<file path="src/multilevel_feedback_queue_scheduler_unit_assert.svh">
// Assertion macros for the multilevel feedback queue scheduler.
// Each macro expects signals named clk and rst in the scope where it is used.
`ifndef MULTILEVEL_FEEDBACK_QUEUE_SCHEDULER_UNIT_ASSERT_SVH
`define MULTILEVEL_FEEDBACK_QUEUE_SCHEDULER_UNIT_ASSERT_SVH

// The property must hold at every clock edge outside reset.
`define MFQS_ASSERT(name, prop, msg) \
  name: assert property (@(posedge clk) disable iff (rst) prop) \
    else $error(msg);

// The expression must never be true outside reset.
`define MFQS_NEVER(name, expr, msg) \
  name: assert property (@(posedge clk) disable iff (rst) !(expr)) \
    else $error(msg);

`endif

</file>
<file path="src/mfqs_pkg.sv">
// Shared types and constants for the multilevel feedback queue scheduler.
// No dependencies; the scheduler RTL refers to this package by scoped names, the testbench imports it.
`timescale 1ns / 1ps

package mfqs_pkg;

  localparam int NUM_SLOTS  = 64;
  localparam int NUM_LEVELS = 3;

  localparam int SLOT_W     = $clog2(NUM_SLOTS);
  localparam int CNT_W      = $clog2(NUM_SLOTS + 1);
  localparam int LVL_W      = 2;
  localparam int QUANTA_W   = 8;
  localparam int PERIOD_W   = 8;
  localparam int CMD_W      = 2;

  // Queue storage is addressed as {level, index}.
  localparam int ENTRY_DEPTH = NUM_LEVELS * NUM_SLOTS;
  localparam int ENTRY_AW    = LVL_W + SLOT_W;

  localparam int APB_ADDR_W = 3;
  localparam int APB_DATA_W = 32;

  localparam logic [CMD_W-1:0] CMD_CREATE = 2'd0;
  localparam logic [CMD_W-1:0] CMD_YIELD  = 2'd1;
  localparam logic [CMD_W-1:0] CMD_WAKE   = 2'd2;
  localparam logic [CMD_W-1:0] CMD_PICK   = 2'd3;

  localparam logic [LVL_W-1:0] LVL_HIGH = 2'd0;
  localparam logic [LVL_W-1:0] LVL_MID  = 2'd1;
  localparam logic [LVL_W-1:0] LVL_LOW  = 2'd2;

  localparam logic REG_DEMOTE_PERIOD = 1'b0;
  localparam logic REG_MULTI_LEVEL   = 1'b1;

  localparam logic [PERIOD_W-1:0] PERIOD_RESET = 8'd5;
  localparam logic                MODE_RESET   = 1'b1;

  typedef struct packed {
    logic [CMD_W-1:0]    command;
    logic [SLOT_W-1:0]   slot;
    logic [QUANTA_W-1:0] quanta;
  } request_t;

  typedef struct packed {
    logic [SLOT_W-1:0] picked_slot;
    logic              picked_valid;
    logic [LVL_W-1:0]  level;
    logic              status;
  } result_t;

  typedef struct packed {
    logic                start;
    logic [QUANTA_W-1:0] dividend;
    logic [PERIOD_W-1:0] divisor;
  } mod_req_t;

  typedef struct packed {
    logic                done;
    logic [PERIOD_W-1:0] remainder;
  } mod_rsp_t;

endpackage

</file>
<file path="src/mfqs_ram.sv">
// Generic single-port-write, single-port-read RAM with a registered read.
// No dependencies.
`timescale 1ns / 1ps

module mfqs_ram #(
  parameter int WIDTH = 8,
  parameter int DEPTH = 64
) (
  input  logic                     clk,
  input  logic                     we,
  input  logic [$clog2(DEPTH)-1:0] waddr,
  input  logic [WIDTH-1:0]         wdata,
  input  logic                     re,
  input  logic [$clog2(DEPTH)-1:0] raddr,
  output logic [WIDTH-1:0]         rdata
);

  logic [WIDTH-1:0] mem [DEPTH];

  always_ff @(posedge clk) begin
    if (we) begin
      mem[waddr] <= wdata;
    end
    if (re) begin
      rdata <= mem[raddr];
    end
  end

endmodule

</file>
<file path="src/mfqs_mod.sv">
// Bit-serial remainder unit: one restoring step per cycle over the dividend.
// Depends on mfqs_pkg.
`timescale 1ns / 1ps

module mfqs_mod (
  input  logic              clk,
  input  logic              rst,
  input  mfqs_pkg::mod_req_t req,
  output mfqs_pkg::mod_rsp_t rsp
);

  localparam int STEP_W = $clog2(mfqs_pkg::QUANTA_W);

  logic                              run;
  logic                              done;
  logic [STEP_W-1:0]                 step;
  logic [mfqs_pkg::QUANTA_W-1:0]     shifter;
  logic [mfqs_pkg::PERIOD_W-1:0]     divisor;
  logic [mfqs_pkg::PERIOD_W-1:0]     rem;
  logic [mfqs_pkg::PERIOD_W:0]       trial;
  logic [mfqs_pkg::PERIOD_W-1:0]     rem_next;

  // A zero divisor always subtracts nothing, so the remainder ends as the dividend.
  always_comb begin
    trial = {rem, shifter[mfqs_pkg::QUANTA_W-1]};
    if (trial >= {1'b0, divisor}) begin
      trial = trial - {1'b0, divisor};
    end
    rem_next = trial[mfqs_pkg::PERIOD_W-1:0];
  end

  always_ff @(posedge clk) begin
    if (rst) begin
      run  <= 1'b0;
      done <= 1'b0;
      step <= '0;
    end else if (req.start) begin
      run     <= 1'b1;
      done    <= 1'b0;
      step    <= '0;
      shifter <= req.dividend;
      divisor <= req.divisor;
      rem     <= '0;
    end else if (run) begin
      rem     <= rem_next;
      shifter <= {shifter[mfqs_pkg::QUANTA_W-2:0], 1'b0};
      step    <= step + 1'b1;
      if (step == STEP_W'(mfqs_pkg::QUANTA_W - 1)) begin
        run  <= 1'b0;
        done <= 1'b1;
      end
    end
  end

  assign rsp.done      = done;
  assign rsp.remainder = rem;

endmodule

</file>
<file path="src/multilevel_feedback_queue_scheduler_unit.sv">
// Top level of the multilevel feedback queue scheduler.
// Depends on mfqs_pkg, mfqs_ram, mfqs_mod and the assertion macro header.
//
//   Channel   Handshake                          Payload
//   command   start / busy (taken: start & !busy) request (mfqs_pkg::request_t)
//   result    done, one cycle, no back-pressure   result  (mfqs_pkg::result_t)
//   config    APB write, pready tied high         pwdata, paddr, prdata
//
// Create, wake and yield go through S_PRI_RD and S_PRI_WAIT; yield stays in S_PRI_WAIT
// until the remainder unit is done. Pick ends in S_PICK_RD when empty, else S_PICK_OUT.
// Queue storage and the priority table are RAMs with a registered read;
// each command is finished before the next is taken, so no access overlaps.
// Reset (rst, synchronous) empties all queues and loads register defaults.
// The receiver cannot stall; busy falls at the edge that raises done.
`timescale 1ns / 1ps

`include "multilevel_feedback_queue_scheduler_unit_assert.svh"

module multilevel_feedback_queue_scheduler_unit (
  input  logic                                clk,
  input  logic                                rst,
  input  logic                                start,
  output logic                                busy,
  input  mfqs_pkg::request_t                  request,
  output logic                                done,
  output mfqs_pkg::result_t                   result,
  input  logic                                psel,
  input  logic                                penable,
  input  logic                                pwrite,
  input  logic [mfqs_pkg::APB_ADDR_W-1:0]     paddr,
  input  logic [mfqs_pkg::APB_DATA_W-1:0]     pwdata,
  output logic [mfqs_pkg::APB_DATA_W-1:0]     prdata,
  output logic                                pready
);

  typedef enum logic [4:0] {
    S_IDLE     = 5'b00001,
    S_PICK_RD  = 5'b00010,
    S_PICK_OUT = 5'b00100,
    S_PRI_RD   = 5'b01000,
    S_PRI_WAIT = 5'b10000
  } state_t;

  state_t state;

  logic [mfqs_pkg::PERIOD_W-1:0] demote_period;
  logic                          multi_level_mode;

  mfqs_pkg::request_t req;

  logic [mfqs_pkg::SLOT_W-1:0] heads  [mfqs_pkg::NUM_LEVELS];
  logic [mfqs_pkg::SLOT_W-1:0] tails  [mfqs_pkg::NUM_LEVELS];
  logic [mfqs_pkg::CNT_W-1:0]  counts [mfqs_pkg::NUM_LEVELS];

  logic [mfqs_pkg::LVL_W-1:0] pick_lv;
  logic [mfqs_pkg::LVL_W-1:0] pick_sel;
  logic                       pick_hit;

  logic                         entry_we;
  logic [mfqs_pkg::ENTRY_AW-1:0] entry_waddr;
  logic                         entry_re;
  logic [mfqs_pkg::ENTRY_AW-1:0] entry_raddr;
  logic [mfqs_pkg::SLOT_W-1:0]  entry_rdata;

  logic                       pri_we;
  logic                       pri_re;
  logic [mfqs_pkg::LVL_W-1:0] pri_rdata;
  logic [mfqs_pkg::LVL_W-1:0] pri_old;
  logic [mfqs_pkg::LVL_W-1:0] pri_new;

  logic [mfqs_pkg::LVL_W-1:0] push_lv;
  logic                       push_fire;
  logic                       push_full;
  logic                       slot_bad;
  logic                       cfg_write;

  mfqs_pkg::mod_req_t mod_req;
  mfqs_pkg::mod_rsp_t mod_rsp;

  assign busy      = (state != S_IDLE);
  assign pready    = 1'b1;
  assign cfg_write = psel && penable && pwrite && pready;

  always_comb begin
    if (paddr[2] == mfqs_pkg::REG_MULTI_LEVEL) begin
      prdata = {{(mfqs_pkg::APB_DATA_W - 1){1'b0}}, multi_level_mode};
    end else begin
      prdata = {{(mfqs_pkg::APB_DATA_W - mfqs_pkg::PERIOD_W){1'b0}}, demote_period};
    end
  end

  assign slot_bad = ({1'b0, request.slot} >= mfqs_pkg::CNT_W'(mfqs_pkg::NUM_SLOTS));

  // Highest non-empty queue; single-queue mode looks only at the lowest level.
  always_comb begin
    pick_sel = mfqs_pkg::LVL_LOW;
    pick_hit = (counts[mfqs_pkg::LVL_LOW] != '0);
    if (multi_level_mode) begin
      if (counts[mfqs_pkg::LVL_HIGH] != '0) begin
        pick_sel = mfqs_pkg::LVL_HIGH;
        pick_hit = 1'b1;
      end else if (counts[mfqs_pkg::LVL_MID] != '0) begin
        pick_sel = mfqs_pkg::LVL_MID;
        pick_hit = 1'b1;
      end
    end
  end

  // A stored priority of three cannot arise but is treated as the lowest level.
  assign pri_old = (pri_rdata > mfqs_pkg::LVL_LOW) ? mfqs_pkg::LVL_LOW : pri_rdata;

  always_comb begin
    pri_new = pri_old;
    if (req.command == mfqs_pkg::CMD_CREATE) begin
      pri_new = mfqs_pkg::LVL_MID;
    end else if (multi_level_mode) begin
      if (req.command == mfqs_pkg::CMD_YIELD) begin
        if (mod_rsp.remainder == '0 && pri_old != mfqs_pkg::LVL_LOW) begin
          pri_new = pri_old + 1'b1;
        end
      end else if (pri_old != mfqs_pkg::LVL_HIGH) begin
        pri_new = pri_old - 1'b1;
      end
    end
  end

  assign push_lv   = multi_level_mode ? pri_new : mfqs_pkg::LVL_LOW;
  assign push_full = (counts[push_lv] >= mfqs_pkg::CNT_W'(mfqs_pkg::NUM_SLOTS));
  assign push_fire = (state == S_PRI_WAIT) &&
                     ((req.command != mfqs_pkg::CMD_YIELD) || mod_rsp.done);

  assign entry_re    = (state == S_PICK_RD) && pick_hit;
  assign entry_raddr = {pick_sel, heads[pick_sel]};
  assign entry_we    = push_fire && !push_full;
  assign entry_waddr = {push_lv, tails[push_lv]};

  assign pri_re = (state == S_PRI_RD);
  assign pri_we = push_fire && ((req.command == mfqs_pkg::CMD_CREATE) || multi_level_mode);

  assign mod_req.start    = (state == S_PRI_RD) && (req.command == mfqs_pkg::CMD_YIELD);
  assign mod_req.dividend = req.quanta;
  assign mod_req.divisor  = demote_period;

  mfqs_ram #(
    .WIDTH (mfqs_pkg::SLOT_W),
    .DEPTH (mfqs_pkg::ENTRY_DEPTH)
  ) u_entry_ram (
    .clk   (clk),
    .we    (entry_we),
    .waddr (entry_waddr),
    .wdata (req.slot),
    .re    (entry_re),
    .raddr (entry_raddr),
    .rdata (entry_rdata)
  );

  mfqs_ram #(
    .WIDTH (mfqs_pkg::LVL_W),
    .DEPTH (mfqs_pkg::NUM_SLOTS)
  ) u_pri_ram (
    .clk   (clk),
    .we    (pri_we),
    .waddr (req.slot),
    .wdata (pri_new),
    .re    (pri_re),
    .raddr (req.slot),
    .rdata (pri_rdata)
  );

  mfqs_mod u_mod (
    .clk (clk),
    .rst (rst),
    .req (mod_req),
    .rsp (mod_rsp)
  );

  always_ff @(posedge clk) begin
    if (rst) begin
      state            <= S_IDLE;
      done             <= 1'b0;
      demote_period    <= mfqs_pkg::PERIOD_RESET;
      multi_level_mode <= mfqs_pkg::MODE_RESET;
      for (int i = 0; i < mfqs_pkg::NUM_LEVELS; i++) begin
        heads[i]  <= '0;
        tails[i]  <= '0;
        counts[i] <= '0;
      end
    end else begin
      done <= 1'b0;

      if (cfg_write) begin
        unique case (paddr[2])
          mfqs_pkg::REG_DEMOTE_PERIOD: demote_period <= pwdata[mfqs_pkg::PERIOD_W-1:0];
          mfqs_pkg::REG_MULTI_LEVEL:   multi_level_mode <= pwdata[0];
          default: ;
        endcase
      end

      unique case (state)
        S_IDLE: begin
          if (start) begin
            req <= request;
            if (request.command == mfqs_pkg::CMD_PICK) begin
              state <= S_PICK_RD;
            end else if (slot_bad) begin
              result <= '0;
              done   <= 1'b1;
            end else begin
              state <= S_PRI_RD;
            end
          end
        end
        S_PICK_RD: begin
          if (pick_hit) begin
            pick_lv <= pick_sel;
            state   <= S_PICK_OUT;
          end else begin
            result <= '0;
            done   <= 1'b1;
            state  <= S_IDLE;
          end
        end
        S_PICK_OUT: begin
          result <= '{picked_slot: entry_rdata, picked_valid: 1'b1,
                      level: pick_lv, status: 1'b0};
          heads[pick_lv]  <= heads[pick_lv] + 1'b1;
          counts[pick_lv] <= counts[pick_lv] - 1'b1;
          done  <= 1'b1;
          state <= S_IDLE;
        end
        S_PRI_RD: begin
          state <= S_PRI_WAIT;
        end
        S_PRI_WAIT: begin
          if (push_fire) begin
            if (!push_full) begin
              tails[push_lv]  <= tails[push_lv] + 1'b1;
              counts[push_lv] <= counts[push_lv] + 1'b1;
            end
            result <= '{picked_slot: '0, picked_valid: 1'b0,
                        level: push_lv, status: push_full};
            done  <= 1'b1;
            state <= S_IDLE;
          end
        end
        default: state <= S_IDLE;
      endcase
    end
  end

  `MFQS_ASSERT(a_accept_goes_busy, (start && !busy) |=> (busy || done),
               "accepted command neither busy nor answered")
  `MFQS_ASSERT(a_single_result, done |=> !done,
               "two result transactions in consecutive cycles")
  `MFQS_NEVER(a_count_overflow,
              (counts[0] > mfqs_pkg::CNT_W'(mfqs_pkg::NUM_SLOTS)) ||
              (counts[1] > mfqs_pkg::CNT_W'(mfqs_pkg::NUM_SLOTS)) ||
              (counts[2] > mfqs_pkg::CNT_W'(mfqs_pkg::NUM_SLOTS)),
              "queue occupancy beyond capacity")
  `MFQS_NEVER(a_full_and_picked, done && result.status && result.picked_valid,
              "full flag on a pick result")
  `MFQS_ASSERT(a_pick_read_used, (state == S_PICK_OUT) |-> $past(entry_re),
               "pick output without a queue read")

endmodule

</file>
<file path="config.mk">
export PLATFORM = sky130hd
export DESIGN_NAME = multilevel_feedback_queue_scheduler_unit
export DESIGN_NICKNAME = d
export VERILOG_FILES = /design/src/mfqs_pkg.sv /design/src/mfqs_ram.sv /design/src/mfqs_mod.sv /design/src/multilevel_feedback_queue_scheduler_unit.sv
export VERILOG_INCLUDE_DIRS = /design/src /design/src/src
export SDC_FILE = /design/constraint.sdc
export NUM_CORES = 2
export LEC_CHECK = 0
export BUFFER_PORTS_ARGS = -buffer_cell sky130_fd_sc_hd__buf_2
export CAP_MARGIN = 10
export CORE_UTILIZATION = 38
export DETAILED_ROUTE_END_ITERATION = 10
export GPL_ROUTABILITY_DRIVEN = 0
export PLACE_DENSITY = 0.53
export SLEW_MARGIN = 30
export SYNTH_ARGS = -nofsm -noshare
export SYNTH_HDL_FRONTEND = slang
export SYNTH_HIERARCHICAL = 1
export SYNTH_SLANG_ARGS = --single-unit
</file>
<file path="constraint.sdc">
create_clock -name clk -period 4.5 [get_ports clk]
set_input_delay 0.9 -clock clk [delete_from_list [all_inputs] [get_ports clk]]
set_output_delay 0.9 -clock clk [all_outputs]
set_load 0.02 [all_outputs]
</file>
==> key figures <==
GRT
  – Overflow after GRT: 0
  – Initial antenna violation count: 1
  – Vias in the first global route: 32001
  – GRT Util Overall: 19.2%
  – Largest net degree at the start of global routing: 198
  – First-pass GRT wire length: 220000 um

STA
  – Final hold violation count: 0
  – Clock Skew: 0.0323 ns
  – Max-slew violation count: 0
  – Slew margin rel.: 30.0%
  – RSZ-0062 raised after global routing: true
  – FMAX: 0.223 GHz
  – Hold slack: 0.287 ns
  – Final setup viols: 0
  – Fin crit period: 4.49 ns
  – Setup TNS: 0 ns
  – Tcrit/Tclk final: 99.8%
  – Worst slew pin tran: 1.05 ns

Setup path
  – Reg2Reg Setup Slack: 0.007 ns
  – Worst EP required: 5.03 ns
  – Arr. time, crit path: 5.02 ns
  – Type of element launching the critical path: register
  – Crit end category: register
  – Worst flop-to-flop path endpoint: u_entry_ram/rdata[3]
  – Reg2reg start: counts[0][3]
  – Crit Path Category: reg2reg
  – Worst Reg-to-Reg Cells: 15
  – Critical Path Fanout Max: 8

Placed design
  – DP HPWL: 95100 um
  – DP Area: 63600 um^2
  – IO Port Bufs: 50
  – Placed cells: 5471

Clocking
  – Clk sinks: 1432
  – Hold_buf cts: 0
  – Clock Latency Late Sink: 0.79 ns
  – Root Buffer: clkbuf_16
  – CTS Buf Count: 153
  – CTS tree: built
  – Clk slew on worst S/H paths: 0.06 ns
  – # H-tree levels: 4
  – Clock Path Buffers: 3

Floorplan
  – Die Area: 155000 um^2
  – Num rows: 143
  – Chip height: 394 um
  – Initial Util: 38.4%
  – Core area: 152000 um^2
  – Die X: 394 um
  – I/O pin count: 102

Power and ir drop
  – Switch share: 22.1%
  – Power share of the clock group: 42.7%
  – Internal power: 22.5 mW
  – Register share of total power: 50.8%
  – Leakage: 22.6 nW
  – Power Density: 416 nW/um^2
  – Max IR drop VDD: 0.413 mV
  – Switch Pwr: 6.40 mW
  – Logic pwr share: 6.5%

Drt
  – Post-Route WL: 151000 um
  – Initial DRC count: 2787
  – Routed vias: 31516
  – DRC Markers: 0
  – Vias per cell: 5.44
  – WL/cell: 26.0 um
  – Final ANT Viol Nets: 0
  – First-pass DRT Iterations: 8

Outcome
  – Outcome: completed

Logic synthesis
  – Asr flop ratio synth: 0%
  – Most used flip-flop cell after synthesis: edfxtp_1
  – Mapped Cells: 3196
  – Yosys reg bits: 1432
  – Number of synthesized flops with an enable pin: 1410
  – Synth unique cells: 87
  – Sequential share of the synthesized area: 73.2%
  – Netlist Area Pre-Place: 58500 um^2
  – Synth warn: 6
  – Synth Area per Inst: 18.3 um^2

Worst hold path
  – Hold depth: 1
  – Worst hold path type: in2reg
  – Hold path startpoint: request[7]
  – WHS Endpoint: mod_req[15]

Final layout
  – # nets final: 3710
  – Finished Cell Area: 69600 um^2
  – Fill cells: 13029
  – Area Growth Syn to Fin: 19.0%
  – Non-filler cells, final: 5797
  – Layout cells sized above 1: 29.7%
  – Storage element area: 42800 um^2
  – Multi-input logic area: 15000 um^2

Flow run
  – Max cap viols: 0
layer usage:
metal	share of wire, %	up-vias	global-route usage, %
li1	-	13777	-
met1	44	16722	26.7
met2	49	845	31.4
met3	5.2	172	3.37
met4	1.9	0	4.83
met5	0	-	0
worst max-delay path: stages, from the launching register on:
cell       delay [ns]
edfxtp_1         0.40
or4_4            0.57
nor4_4           0.26
nand2_2          0.13
nor2_4           0.13
mux2i_2          0.09
o21ai_4          0.15
buf_12           0.19
buf_6            0.13
clkbuf_16        0.17
mux4_2           0.52
mux4_2           0.52
inv_2            0.10
o22ai_2          0.08
a211o_1          0.31
or4_1            0.48
cells in the mapped netlist, drive strengths merged, types with 40 or more instances:
library cell,count,area (um^2)
mux4,314,7070
nand3,49,245
o22ai,42,263
edfxtp,1410,42300
inv,54,203
nor3,40,205
buf,106,734
nor2b,41,264
clkbuf,83,312
a21oi,52,275
nor2,377,1430
nand2,86,323
mux2i,119,1190
kinds of logic after synthesis:
logic type | Yosys count | share of synthesized area [%]
other | 2 | 0.0128
adders and majority gates | 16 | 0.355
buffers and inverters | 253 | 2.20
AOI/OAI and AO/OA | 299 | 3.75
muxes | 447 | 14.4
xor gates and xnor gates | 16 | 0.240
and+or+nand+nor | 731 | 5.89
DFF | 1432 | 73.2
worst max-delay path by stage:
stage,to,cells past startpoint,slack [ns],startpoint
after CTS,u_entry_ram/rdata[2],16,-0.14,counts[0][3]
after global placement,u_entry_ram/rdata[2],16,-0.29,counts[0][3]
after floorplan,u_pri_ram/rdata[1],7,-0.04,req[8]
final,u_entry_ram/rdata[3],15,0.007,counts[0][3]
after global routing,u_entry_ram/rdata[2],17,-0.13,counts[0][3]
after detailed placement,u_entry_ram/rdata[2],16,-0.32,counts[0][3]
what timing repair did:
item / in CTS / in global routing
setup endpoints to repair: 6 / 123
setup buffers: 19 / 12
gates cloned: 4 / 8
pin swaps: 3 / 11
resized for setup: 43 / 55
flip-flops by register name, indices dropped and copies added, names as in the netlist, 10 cells and up, named ones only:
signal / count
u_entry_ram/mem: 1152
tails: 18
counts: 28
heads: 24
result: 10
u_pri_ram/mem: 128
layout by cell type, fill, tap and decap left out, drive strengths merged, types with 11 or more instances in the layout:
cell type     n
buf         442
mux4        314
nor2        377
xnor2        11
conb         25
a31oi        12
a21oi        52
o211ai       23
nand4        20
o21ai        25
ha           15
mux2i       119
nor3         40
nand2        86
inv          67
clkbuf      199
mux2         14
dfxtp        22
a22o         11
nor4         18
nand2b       21
and2         19
o22ai        42
clkinv       75
nand3        49
edfxtp     1410
o221ai       28
a211oi       18
nor2b        41
a22oi        26
bufinv       11
power by group through the flow:
stage               Combinational [mW]  Clock, mW  Sequential, mW
finish                            1.88       12.4            14.7
global route                      2.00       13.1            14.7
CTS                               1.83       12.6            14.7
detailed placement                1.76          0            15.0
global placement                  1.75          0            15.0
floorplan                         1.01          0            15.1
stage by stage:
step                      power, mW  setup WS [ns]  util, %
after floorplan                16.1        -0.0447        -
after global placement         16.7         -0.293     41.8
after detailed placement       16.7         -0.318     41.8
after CTS                      29.1         -0.144     45.3
after global routing           29.8         -0.129     45.7
final                          28.9        0.00689     45.7
cell type report:
class / count / area share [%]
sequential: 1432 / 61.5
multi-input combinational: 1534 / 21.5
timing repair buffer: 452 / 5.91
clock buffer: 191 / 5.83
tap: 2030 / 3.65
clock inverter: 93 / 1.23
inverter: 64 / 0.347
antenna: 1 / 0.00360
(Power assumes the default switching activity.)
